### src/design/tdrd_pkg.sv
// Shared types, event codes and tool id lookup for the tablet report decoder.
`timescale 1ns / 1ps

package tdrd_pkg;

	// event kinds
	localparam logic [1:0] EV_KEY = 2'd0;
	localparam logic [1:0] EV_ABS = 2'd1;
	localparam logic [1:0] EV_REL = 2'd2;
	localparam logic [1:0] EV_SER = 2'd3;

	// key codes (tool kinds share the low codes)
	localparam logic [3:0] KEY_PEN      = 4'd1;
	localparam logic [3:0] KEY_RUBBER   = 4'd2;
	localparam logic [3:0] KEY_BRUSH    = 4'd3;
	localparam logic [3:0] KEY_PENCIL   = 4'd4;
	localparam logic [3:0] KEY_AIRBRUSH = 4'd5;
	localparam logic [3:0] KEY_MOUSE    = 4'd6;
	localparam logic [3:0] KEY_LENS     = 4'd7;
	localparam logic [3:0] KEY_TOUCH    = 4'd8;
	localparam logic [3:0] KEY_STYLUS   = 4'd9;
	localparam logic [3:0] KEY_STYLUS2  = 4'd10;
	localparam logic [3:0] KEY_LEFT     = 4'd11;
	localparam logic [3:0] KEY_RIGHT    = 4'd12;
	localparam logic [3:0] KEY_MIDDLE   = 4'd13;
	localparam logic [3:0] KEY_SIDE     = 4'd14;
	localparam logic [3:0] KEY_EXTRA    = 4'd15;

	// absolute axes
	localparam logic [3:0] AX_X     = 4'd0;
	localparam logic [3:0] AX_Y     = 4'd1;
	localparam logic [3:0] AX_DIST  = 4'd2;
	localparam logic [3:0] AX_PRESS = 4'd3;
	localparam logic [3:0] AX_TILTX = 4'd4;
	localparam logic [3:0] AX_TILTY = 4'd5;
	localparam logic [3:0] AX_WHEEL = 4'd6;
	localparam logic [3:0] AX_RZ    = 4'd7;
	localparam logic [3:0] AX_THROT = 4'd8;

	localparam logic [2:0] KIND_NONE = 3'd0;

	// report classes
	localparam logic [3:0] CLS_ENTER = 4'd0;
	localparam logic [3:0] CLS_EXIT  = 4'd1;
	localparam logic [3:0] CLS_PEN   = 4'd2;
	localparam logic [3:0] CLS_AIR   = 4'd3;
	localparam logic [3:0] CLS_ROT   = 4'd4;
	localparam logic [3:0] CLS_M4D   = 4'd5;
	localparam logic [3:0] CLS_M2D   = 4'd6;
	localparam logic [3:0] CLS_LENS  = 4'd7;
	localparam logic [3:0] CLS_NONE  = 4'd8;

	localparam logic [9:0] THRESH_RESET = 10'd10;

	typedef struct packed {
		logic [3:0]  cls;
		logic [2:0]  kind;
		logic [31:0] serial;
		logic        touch;
		logic [7:0]  status;
		logic [7:0]  b2;
		logic [7:0]  b3;
		logic [7:0]  b4;
		logic [7:0]  b5;
		logic [7:0]  b6;
		logic [7:0]  b7;
		logic [7:0]  b8;
		logic [7:0]  b9;
	} entry_t;

	function automatic logic [2:0] tool_kind_of_id(input logic [11:0] id);
		logic [3:0] k;
		unique case (id)
			12'h812, 12'h012:                           k = KEY_PENCIL;
			12'h822, 12'h842, 12'h852, 12'h022:         k = KEY_PEN;
			12'h832, 12'h032:                           k = KEY_BRUSH;
			12'h007, 12'h09c, 12'h094:                  k = KEY_MOUSE;
			12'h096:                                    k = KEY_LENS;
			12'h82a, 12'h85a, 12'h91a, 12'hd1a, 12'h0fa: k = KEY_RUBBER;
			12'hd12, 12'h912, 12'h112:                  k = KEY_AIRBRUSH;
			default:                                    k = KEY_PEN;
		endcase
		return k[2:0];
	endfunction

endpackage

### src/design/tdrd_front.sv
// Front end: takes reports, keeps slot state, classifies and queues a work entry.
`timescale 1ns / 1ps

module tdrd_front (
	input  logic              clk,
	input  logic              arst_n,
	input  logic              in_valid,
	output logic              in_ready,
	input  logic [7:0]        status_byte,
	input  logic [7:0]        byte2,
	input  logic [7:0]        byte3,
	input  logic [7:0]        byte4,
	input  logic [7:0]        byte5,
	input  logic [7:0]        byte6,
	input  logic [7:0]        byte7,
	input  logic [7:0]        byte8,
	input  logic [7:0]        byte9,
	input  logic              cfg_wr_en,
	input  logic [9:0]        cfg_wr_data,
	output logic              push_valid,
	input  logic              push_ready,
	output tdrd_pkg::entry_t  push_data
);
	import tdrd_pkg::*;

	localparam logic [7:0] M_ENTER = 8'hfc, P_ENTER = 8'hc0;
	localparam logic [7:0] M_EXIT  = 8'hfe, P_EXIT  = 8'h80;
	localparam logic [7:0] M_PEN   = 8'hb8, P_PEN   = 8'ha0;
	localparam logic [7:0] M_AIR   = 8'hbc, P_AIR   = 8'hb4;
	localparam logic [7:0] M_MSA   = 8'hbc, P_MSA   = 8'ha8;
	localparam logic [7:0] M_MSB   = 8'hbe, P_MSB   = 8'hb0;

	logic [9:0]  thresh_q;
	logic [2:0]  kind_q [2];
	logic [31:0] serial_q [2];

	logic        slot;
	logic        is_enter;
	logic        accept;
	logic [9:0]  v10;
	logic [31:0] new_serial;
	logic [2:0]  new_kind;
	logic [2:0]  cur_kind;
	logic [3:0]  cls;

	assign slot       = status_byte[0];
	assign is_enter   = (status_byte & M_ENTER) == P_ENTER;
	assign accept     = in_valid && push_ready;
	assign v10        = {byte6, byte7[7:6]};
	assign new_serial = {byte3[3:0], byte4, byte5, byte6, byte7[7:4]};
	assign new_kind   = tool_kind_of_id({byte2, byte3[7:4]});
	assign cur_kind   = is_enter ? new_kind : kind_q[slot];

	always_comb begin
		if (is_enter)
			cls = CLS_ENTER;
		else if ((status_byte & M_EXIT) == P_EXIT)
			cls = CLS_EXIT;
		else if ((status_byte & M_PEN) == P_PEN)
			cls = CLS_PEN;
		else if ((status_byte & M_AIR) == P_AIR)
			cls = CLS_AIR;
		else if ((status_byte & M_MSA) == P_MSA || (status_byte & M_MSB) == P_MSB) begin
			if (status_byte[1])
				cls = CLS_ROT;
			else if (!status_byte[4])
				cls = CLS_M4D;
			else if (cur_kind == KEY_MOUSE[2:0])
				cls = CLS_M2D;
			else
				cls = CLS_LENS;
		end else
			cls = CLS_NONE;
	end

	assign in_ready   = push_ready;
	assign push_valid = in_valid;

	always_comb begin
		push_data        = '0;
		push_data.cls    = cls;
		push_data.kind   = cur_kind;
		push_data.serial = is_enter ? new_serial : serial_q[slot];
		push_data.touch  = v10 > thresh_q;
		push_data.status = status_byte;
		push_data.b2     = byte2;
		push_data.b3     = byte3;
		push_data.b4     = byte4;
		push_data.b5     = byte5;
		push_data.b6     = byte6;
		push_data.b7     = byte7;
		push_data.b8     = byte8;
		push_data.b9     = byte9;
	end

	always_ff @(posedge clk or negedge arst_n) begin
		if (!arst_n) begin
			thresh_q    <= THRESH_RESET;
			kind_q[0]   <= KIND_NONE;
			kind_q[1]   <= KIND_NONE;
			serial_q[0] <= '0;
			serial_q[1] <= '0;
		end else begin
			if (cfg_wr_en)
				thresh_q <= cfg_wr_data;
			if (accept && is_enter) begin
				kind_q[slot]   <= new_kind;
				serial_q[slot] <= new_serial;
			end
		end
	end

endmodule

### src/design/tdrd_queue.sv
// Small FIFO of work entries between front and back end.
`timescale 1ns / 1ps

module tdrd_queue #(
	parameter int DEPTH = 2
) (
	input  logic              clk,
	input  logic              arst_n,
	input  logic              push_valid,
	output logic              push_ready,
	input  tdrd_pkg::entry_t  push_data,
	output logic              pop_valid,
	input  logic              pop_ready,
	output tdrd_pkg::entry_t  pop_data
);
	import tdrd_pkg::*;

	localparam int AW = (DEPTH > 1) ? $clog2(DEPTH) : 1;
	localparam int CW = $clog2(DEPTH + 1);

	entry_t          mem_q [DEPTH];
	logic [AW-1:0]   wr_ptr_q;
	logic [AW-1:0]   rd_ptr_q;
	logic [CW-1:0]   cnt_q;
	logic            do_push;
	logic            do_pop;

	assign push_ready = cnt_q != CW'(DEPTH);
	assign pop_valid  = cnt_q != '0;
	assign pop_data   = mem_q[rd_ptr_q];
	assign do_push    = push_valid && push_ready;
	assign do_pop     = pop_valid && pop_ready;

	always_ff @(posedge clk) begin
		if (do_push)
			mem_q[wr_ptr_q] <= push_data;
	end

	always_ff @(posedge clk or negedge arst_n) begin
		if (!arst_n) begin
			wr_ptr_q <= '0;
			rd_ptr_q <= '0;
			cnt_q    <= '0;
		end else begin
			if (do_push)
				wr_ptr_q <= (wr_ptr_q == AW'(DEPTH - 1)) ? '0 : wr_ptr_q + 1'b1;
			if (do_pop)
				rd_ptr_q <= (rd_ptr_q == AW'(DEPTH - 1)) ? '0 : rd_ptr_q + 1'b1;
			if (do_push && !do_pop)
				cnt_q <= cnt_q + 1'b1;
			else if (do_pop && !do_push)
				cnt_q <= cnt_q - 1'b1;
		end
	end

endmodule

### src/design/tdrd_back.sv
// Back end: steps through one entry, one event per cycle while out_ready allows, into the output register.
`timescale 1ns / 1ps

module tdrd_back (
	input  logic               clk,
	input  logic               arst_n,
	input  logic               entry_valid,
	output logic               entry_pop,
	input  tdrd_pkg::entry_t   entry,
	output logic               out_valid,
	input  logic               out_ready,
	output logic [1:0]         event_kind,
	output logic [3:0]         event_code,
	output logic signed [32:0] event_value,
	output logic               last_event
);
	import tdrd_pkg::*;

	logic [3:0]  step_q;
	logic        out_valid_q;
	logic [1:0]  kind_q;
	logic [3:0]  code_q;
	logic [32:0] value_q;
	logic        last_q;

	logic [3:0]  cnt;
	logic [3:0]  j;
	logic        fire;
	logic [1:0]  ev_kind;
	logic [3:0]  ev_code;
	logic [32:0] ev_value;
	logic        ev_last;
	logic [9:0]  v10;
	logic [6:0]  tx;
	logic [6:0]  ty;
	logic [32:0] rot;
	logic [32:0] thr;
	logic [32:0] rel;

	// events before the tool key, per class
	always_comb begin
		unique case (entry.cls)
			CLS_PEN:  cnt = 4'd9;
			CLS_AIR:  cnt = 4'd6;
			CLS_ROT:  cnt = 4'd4;
			CLS_M4D:  cnt = 4'd9;
			CLS_M2D:  cnt = 4'd7;
			CLS_LENS: cnt = 4'd8;
			CLS_NONE: cnt = 4'd3;
			default:  cnt = 4'd0;
		endcase
	end

	assign j   = step_q - 4'd3;
	assign v10 = {entry.b6, entry.b7[7:6]};
	assign tx  = {entry.b7[5:0], entry.b8[7]};
	assign ty  = entry.b8[6:0];
	// rotation: negative side is -r-1, i.e. the complement
	assign rot = entry.b7[5] ? {22'd0, entry.b6, entry.b7[7:5]}
		: ~{22'd0, entry.b6, entry.b7[7:5]};
	assign thr = entry.b8[3] ? (33'd0 - {23'd0, v10}) : {23'd0, v10};
	assign rel = {32'd0, entry.b8[1]} - {32'd0, entry.b8[0]};

	always_comb begin
		ev_kind  = EV_SER;
		ev_code  = '0;
		ev_value = {1'b0, entry.serial};
		ev_last  = 1'b1;
		if (step_q < cnt) begin
			ev_last = 1'b0;
			ev_kind = EV_ABS;
			case (step_q)
				4'd0: begin ev_code = AX_X; ev_value = {17'd0, entry.b2, entry.b3}; end
				4'd1: begin ev_code = AX_Y; ev_value = {17'd0, entry.b4, entry.b5}; end
				4'd2: begin ev_code = AX_DIST; ev_value = {25'd0, entry.b9}; end
				default: begin
					unique case (entry.cls)
						CLS_PEN: begin
							case (j)
								4'd0: begin ev_code = AX_PRESS; ev_value = {23'd0, v10}; end
								4'd1: begin ev_code = AX_TILTX; ev_value = {26'd0, tx}; end
								4'd2: begin ev_code = AX_TILTY; ev_value = {26'd0, ty}; end
								4'd3: begin
									ev_kind = EV_KEY; ev_code = KEY_STYLUS;
									ev_value = {32'd0, entry.status[1]};
								end
								4'd4: begin
									ev_kind = EV_KEY; ev_code = KEY_STYLUS2;
									ev_value = {32'd0, entry.status[2]};
								end
								default: begin
									ev_kind = EV_KEY; ev_code = KEY_TOUCH;
									ev_value = {32'd0, entry.touch};
								end
							endcase
						end
						CLS_AIR: begin
							case (j)
								4'd0: begin ev_code = AX_WHEEL; ev_value = {23'd0, v10}; end
								4'd1: begin ev_code = AX_TILTX; ev_value = {26'd0, tx}; end
								default: begin ev_code = AX_TILTY; ev_value = {26'd0, ty}; end
							endcase
						end
						CLS_ROT: begin
							ev_code  = AX_RZ;
							ev_value = rot;
						end
						CLS_M4D: begin
							ev_kind = EV_KEY;
							case (j)
								4'd0: begin ev_code = KEY_LEFT; ev_value = {32'd0, entry.b8[0]}; end
								4'd1: begin ev_code = KEY_MIDDLE; ev_value = {32'd0, entry.b8[1]}; end
								4'd2: begin ev_code = KEY_RIGHT; ev_value = {32'd0, entry.b8[2]}; end
								4'd3: begin ev_code = KEY_SIDE; ev_value = {32'd0, entry.b8[5]}; end
								4'd4: begin ev_code = KEY_EXTRA; ev_value = {32'd0, entry.b8[4]}; end
								default: begin
									ev_kind = EV_ABS; ev_code = AX_THROT; ev_value = thr;
								end
							endcase
						end
						CLS_M2D: begin
							ev_kind = EV_KEY;
							case (j)
								4'd0: begin ev_code = KEY_LEFT; ev_value = {32'd0, entry.b8[2]}; end
								4'd1: begin ev_code = KEY_MIDDLE; ev_value = {32'd0, entry.b8[3]}; end
								4'd2: begin ev_code = KEY_RIGHT; ev_value = {32'd0, entry.b8[4]}; end
								default: begin
									ev_kind = EV_REL; ev_code = '0; ev_value = rel;
								end
							endcase
						end
						default: begin
							// lens cursor
							ev_kind = EV_KEY;
							case (j)
								4'd0: begin ev_code = KEY_LEFT; ev_value = {32'd0, entry.b8[0]}; end
								4'd1: begin ev_code = KEY_MIDDLE; ev_value = {32'd0, entry.b8[1]}; end
								4'd2: begin ev_code = KEY_RIGHT; ev_value = {32'd0, entry.b8[2]}; end
								4'd3: begin ev_code = KEY_SIDE; ev_value = {32'd0, entry.b8[4]}; end
								default: begin ev_code = KEY_EXTRA; ev_value = {32'd0, entry.b8[3]}; end
							endcase
						end
					endcase
				end
			endcase
		end else if (step_q == cnt && entry.kind != KIND_NONE) begin
			ev_last  = 1'b0;
			ev_kind  = EV_KEY;
			ev_code  = {1'b0, entry.kind};
			ev_value = {32'd0, entry.cls != CLS_EXIT};
		end
	end

	assign fire      = entry_valid && (!out_valid_q || out_ready);
	assign entry_pop = fire && ev_last;

	always_ff @(posedge clk or negedge arst_n) begin
		if (!arst_n) begin
			step_q      <= '0;
			out_valid_q <= 1'b0;
		end else begin
			if (fire) begin
				out_valid_q <= 1'b1;
				step_q      <= ev_last ? 4'd0 : step_q + 4'd1;
			end else if (out_ready)
				out_valid_q <= 1'b0;
		end
	end

	always_ff @(posedge clk) begin
		if (fire) begin
			kind_q  <= ev_kind;
			code_q  <= ev_code;
			value_q <= ev_value;
			last_q  <= ev_last;
		end
	end

	assign out_valid   = out_valid_q;
	assign event_kind  = kind_q;
	assign event_code  = code_q;
	assign event_value = signed'(value_q);
	assign last_event  = last_q;

endmodule

### src/design/tablet_dual_tool_report_decoder_unit.sv
// Top level of the dual-slot tablet report decoder.
// channel   | handshake              | payload
// ----------+------------------------+-------------------------------------------
// report in | in_valid / in_ready    | status_byte, byte2 .. byte9
// event out | out_valid / out_ready  | event_kind, event_code, event_value, last_event
// config    | cfg_wr_en              | cfg_wr_data (touch threshold)
// The back end emits one event per cycle while out_ready allows, and a report yields 1 to 11
// events; the front takes one report per cycle while the queue has room.
// Reset empties the queue, clears both slots and sets the touch threshold to 10.
// out_ready low holds the output register; the queue then fills and in_ready drops.
`timescale 1ns / 1ps

module tablet_dual_tool_report_decoder_unit #(
	parameter int QUEUE_DEPTH = 2
) (
	input  logic               clk,
	input  logic               arst_n,
	input  logic               in_valid,
	output logic               in_ready,
	input  logic [7:0]         status_byte,
	input  logic [7:0]         byte2,
	input  logic [7:0]         byte3,
	input  logic [7:0]         byte4,
	input  logic [7:0]         byte5,
	input  logic [7:0]         byte6,
	input  logic [7:0]         byte7,
	input  logic [7:0]         byte8,
	input  logic [7:0]         byte9,
	input  logic               cfg_wr_en,
	input  logic [9:0]         cfg_wr_data,
	output logic               out_valid,
	input  logic               out_ready,
	output logic [1:0]         event_kind,
	output logic [3:0]         event_code,
	output logic signed [32:0] event_value,
	output logic               last_event
);
	import tdrd_pkg::*;

	logic   push_valid;
	logic   push_ready;
	entry_t push_data;
	logic   q_valid;
	logic   q_pop;
	entry_t q_data;

	tdrd_front u_front (
		.clk         (clk),
		.arst_n      (arst_n),
		.in_valid    (in_valid),
		.in_ready    (in_ready),
		.status_byte (status_byte),
		.byte2       (byte2),
		.byte3       (byte3),
		.byte4       (byte4),
		.byte5       (byte5),
		.byte6       (byte6),
		.byte7       (byte7),
		.byte8       (byte8),
		.byte9       (byte9),
		.cfg_wr_en   (cfg_wr_en),
		.cfg_wr_data (cfg_wr_data),
		.push_valid  (push_valid),
		.push_ready  (push_ready),
		.push_data   (push_data)
	);

	tdrd_queue #(
		.DEPTH (QUEUE_DEPTH)
	) u_queue (
		.clk        (clk),
		.arst_n     (arst_n),
		.push_valid (push_valid),
		.push_ready (push_ready),
		.push_data  (push_data),
		.pop_valid  (q_valid),
		.pop_ready  (q_pop),
		.pop_data   (q_data)
	);

	tdrd_back u_back (
		.clk         (clk),
		.arst_n      (arst_n),
		.entry_valid (q_valid),
		.entry_pop   (q_pop),
		.entry       (q_data),
		.out_valid   (out_valid),
		.out_ready   (out_ready),
		.event_kind  (event_kind),
		.event_code  (event_code),
		.event_value (event_value),
		.last_event  (last_event)
	);

	// a report closes with its serial and nothing else is marked last
	a_last_is_serial: assert property (@(posedge clk) disable iff (!arst_n)
		out_valid |-> (last_event == (event_kind == EV_SER)))
		else $error("last_event does not match serial event");

	// retiring an entry loads its closing beat
	a_pop_loads_last: assert property (@(posedge clk) disable iff (!arst_n)
		q_pop |=> (out_valid && last_event))
		else $error("entry retired without closing beat");

	// a full queue is never empty
	a_full_has_work: assert property (@(posedge clk) disable iff (!arst_n)
		!in_ready |-> q_valid)
		else $error("input stalled with empty queue");

endmodule
### config.mk
export PLATFORM = sky130hd
export DESIGN_NAME = tablet_dual_tool_report_decoder_unit
export DESIGN_NICKNAME = d
export VERILOG_FILES = /design/src/design/tdrd_pkg.sv /design/src/design/tdrd_front.sv /design/src/design/tdrd_queue.sv /design/src/design/tdrd_back.sv /design/src/design/tablet_dual_tool_report_decoder_unit.sv
export SDC_FILE = /design/constraint.sdc
export NUM_CORES = 1
export LEC_CHECK = 0
export BUFFER_PORTS_ARGS = -buffer_cell sky130_fd_sc_hd__buf_2
export CAP_MARGIN = 20
export CORE_ASPECT_RATIO = 1.4
export CORE_MARGIN = 2
export CORE_UTILIZATION = 50
export DETAILED_ROUTE_END_ITERATION = 8
export PLACE_DENSITY = 0.74
export SLEW_MARGIN = 25
export SYNTH_ARGS = -nofsm -noshare
export SYNTH_HDL_FRONTEND = slang
export SYNTH_SLANG_ARGS = --single-unit
### constraint.sdc
create_clock -name clk -period 11.4 [get_ports clk]
set_input_delay 1.71 -clock clk [delete_from_list [all_inputs] [get_ports clk]]
set_output_delay 1.71 -clock clk [all_outputs]
set_load 0.005 [all_outputs]
==> impl_results.md <==
- Status: finished, final reports clean
- Area Growth Syn to Fin: 13.06%
- Port bufs: 128
- Fin crit period: roughly 4800 ps
- DRC: 0
- Register Area: 9801 sq um
- Die Height: 216.3 um
- Buf/Inv on CP: 3
- Die area: 33660 sq um
- Initial antenna violation count: 2
- Hold buffer count at CTS: 0
- Type of the worst setup path: register to register
- Proportion of layout cells with a drive suffix above 1: 24.26%
- Crit-path max FO: 64
- Post-cts resize count: 0
- Clock sink count: 341
- Worst R2R Path Depth: 17
- Post-synthesis area per instance: 13.41 sq um
- Final wirelength: 41770 um
- Core Util, Final: 57.57%
- Initial Utilization: 50.92%
- Gr usage total: around a quarter
- Max Freq: approximately 0.21 GHz
- Stages on the worst setup path: 17
- Net Count, Synth: 1310
- Worst vdd ir: 168.9 uV
- Antenna Nets Post-Route: 0
- Seq/Total Area, Yosys: 60.88%
- Inserted Clock Buffers: 34
- Final-report max-slew violation count: 0
- Post-CTS Setup Bufs: 0
- Worst Hold Class: register to register
- Synth Cell Area: 16090 sq um
- IO Count: ~130
- Area of the core: around 32000 sq um
- Most Frequent Cell on Critical Path: nand2_1
- Max-cap check violation count: 0
- TNS Setup: 0 ps
- Slew at the pin closest to its max-slew limit: 1144 ps
- Routed via count: 10749
- Drt wl/cell: ~24 um
- RSZ-0062 raised after global routing: no
- Vias in the first global route: 10598
- Crit start category: register
- Clock-pin slew on the worst setup and hold paths: 60 ps
- Vias per cell: 6.178
- Final Non-Filler Cells: 1740
- #FFs+latches synth: 341
- CTS H-tree lvls: 2
- WHS: 494.7 ps
- Area of the multi-input gates: 5883 sq um
- Required time of the critical path: 11850 ps
- Grt ovf: 0
- CP max-delay cell: dfrtp_4
- EDFF count, synth: between 200 and 300
- DP Cell Count: between 1500 and 2000
- Leak Pwr: 7.173 nW
- Synth Warn #: 0
- CP arrival: 5260 ps
- Gpl congestion: 0.9569
- Ys async rst share: 26.10%
- Slew headroom: 23.16%
- CP top delay family: simple AND/OR/NAND/NOR gates
- Post-detail-place hpwl: 28960 um
- Synth cell types: 96
- Final setup viols: 0
- 1st-iter DRT viols: 900
- Clock Latency Late Sink: around 540 ps
- Final Cycle Share: 42.18%
- Drt pass-1 iters: 6
- Worst-path cell chain: buf_4 > nand2b_1 > o32ai_1 > nand2_1 > nand2_1 > a21oi_1 > ha_1 > and4_1 > nand2_1 > o21ai_2 > buf_4 > inv_2 > nand2_1 > ha_1 > xor2_1 > nor2_1 > xor2_1
- Fill cells: 2502
- Fin. Hold Viols: 0
- Most common flop cell mapped by yosys: edfxtp_1
- Final setup skew: 18.36 ps
- Die X-Extent: around 160 um
- Largest net degree at the start of global routing: 77
- # rows: 77
- Power Density: 255.7 nW/um^2
- Hold Path Cell Cnt: 2
- First-pass GRT wire length: 63670 um
- Worst path max stage delay: 750 ps
- Max clock buf depth: 3
- Mapped Cells: 1200
- CTS tree: done
- Root Driver: clkbuf_16
- Setup crit end kind: register
- Final net count: 1428
## cells in the mapped netlist (all sizes together) (5+ instances only)
master	instances	area share, %
edfxtp	252	47
mux2i	105	6.5
dfrtp	87	14
mux2	86	6.0
a21oi	67	2.2
nor2	67	1.6
o21ai	64	2.0
nand2	56	1.3
clkbuf	36	0.84
inv	32	0.75
buf	28	1.2
ha	23	1.8
o22ai	18	0.70
a222oi	17	1.1
nand3	17	0.56
nor3	17	0.63
a211oi	13	0.64
xor2	12	0.65
or3b	11	0.65
nand2b	10	0.39
xnor2	10	0.54
nand3b	9	0.42
nor4	9	0.48
o211ai	9	0.48
o221ai	9	0.57
a2111oi	8	0.44
nor2b	8	0.31
and3	7	0.27
nor3b	7	0.43
o31a	7	0.38
and2	6	0.23
o21a	6	0.28
a22o	5	0.33
a31oi	5	0.19
or3	5	0.23
## routing by layer
metal  track usage (%)  routed length [um]
met1             32.34               16950
met2             42.94               21180
met3             3.679                2093
met4             9.083                1530
met5                 0                  13
## logic make-up after synthesis
| group | share of synthesized area, % |
|---|---|
| DFF | 60.88 |
| buffers and inverters | 2.776 |
| AOI/OAI and AO/OA | 11.87 |
| and+or+nand+nor | 8.942 |
| adders and majority gates | 1.788 |
| xor gates and xnor gates | 1.197 |
| muxes | 12.55 |
## flip-flops by register name (all words and copies together), names as in the netlist
signal and flops:
u_back.step_q 4, u_front.serial_q 64, u_back.event_value 33, u_back.event_code 4, u_front.kind_q 6, u_back.event_kind 2, u_back.out_valid 1, u_queue.wr_ptr_q 1
u_queue.mem_q 212, u_back.last_event 1, u_queue.rd_ptr_q 1, u_front.thresh_q 10, u_queue.cnt_q 2
## layout by cell type (no fill, tap or decap), drive strengths merged, types with 10 or more instances in the layout
| cell | n |
|---|---|
| a211oi | 13 |
| a21oi | 67 |
| a222oi | 17 |
| buf | 146 |
| clkbuf | 48 |
| dfrtp | 87 |
| edfxtp | 252 |
| ha | 23 |
| inv | 34 |
| mux2 | 86 |
| mux2i | 105 |
| nand2 | 56 |
| nand2b | 10 |
| nand3 | 17 |
| nor2 | 67 |
| nor3 | 17 |
| o21ai | 64 |
| o22ai | 18 |
| or3b | 11 |
| xnor2 | 10 |
| xor2 | 12 |
## worst reg2reg max path: stages, from the launching register on
cell	delay, ps
dfrtp_4	750
buf_4	740
nand2b_1	180
o32ai_1	300
nand2_1	420
nand2_1	210
a21oi_1	70
ha_1	310
and4_1	220
nand2_1	160
o21ai_2	70
buf_4	230
inv_2	240
nand2_1	140
ha_1	260
xor2_1	160
nor2_1	130
xor2_1	150
## area by class of cell
type                    instances  area share [%]
flip-flops and latches        341           53.87
multi-input cells             763           32.34
clock buffers                  48           5.247
repair buffers                146           4.498
well taps                     395           2.716
inverters                      32          0.6671
clock inverters                14          0.6533
diodes                          1         0.01375
## worst paths after layout
kind,to,slack (ps),from
max,u_queue.cnt_q[1]$_DFFE_PN0P_,6590,u_queue.rd_ptr_q$_DFFE_PN0P_
max in group asynchronous,u_queue.rd_ptr_q$_DFFE_PN0P_,9260,arst_n
min,u_front.serial_q[2]$_DFFE_PN0P_,490,u_front.serial_q[2]$_DFFE_PN0P_
max reg2reg,u_queue.cnt_q[1]$_DFFE_PN0P_,6590,u_queue.rd_ptr_q$_DFFE_PN0P_
min in group asynchronous,u_front.serial_q[39]$_DFFE_PN0P_,1040,arst_n
min reg2reg,u_front.serial_q[2]$_DFFE_PN0P_,490,u_front.serial_q[2]$_DFFE_PN0P_
## power by group
group | leakage, nW | switching, mW | internal [mW]
Sequential | 3.57 | 0.156 | 1.75
Clock | 0.515 | 0.468 | 0.614
Combinational | 3.09 | 1.06 | 0.604
## metrics by stage
stage	area, sq um	total power [mW]	worst slack [ps]
2_1_floorplan	16090	3.004	4585
3_3_place_gp	17050	3.542	6688
3_5_place_dp	17080	3.573	6631
4_1_cts	18150	4.661	6641
5_1_grt	18190	4.884	6286
6_report	18190	4.652	6591
(Power assumes the default switching activity.)
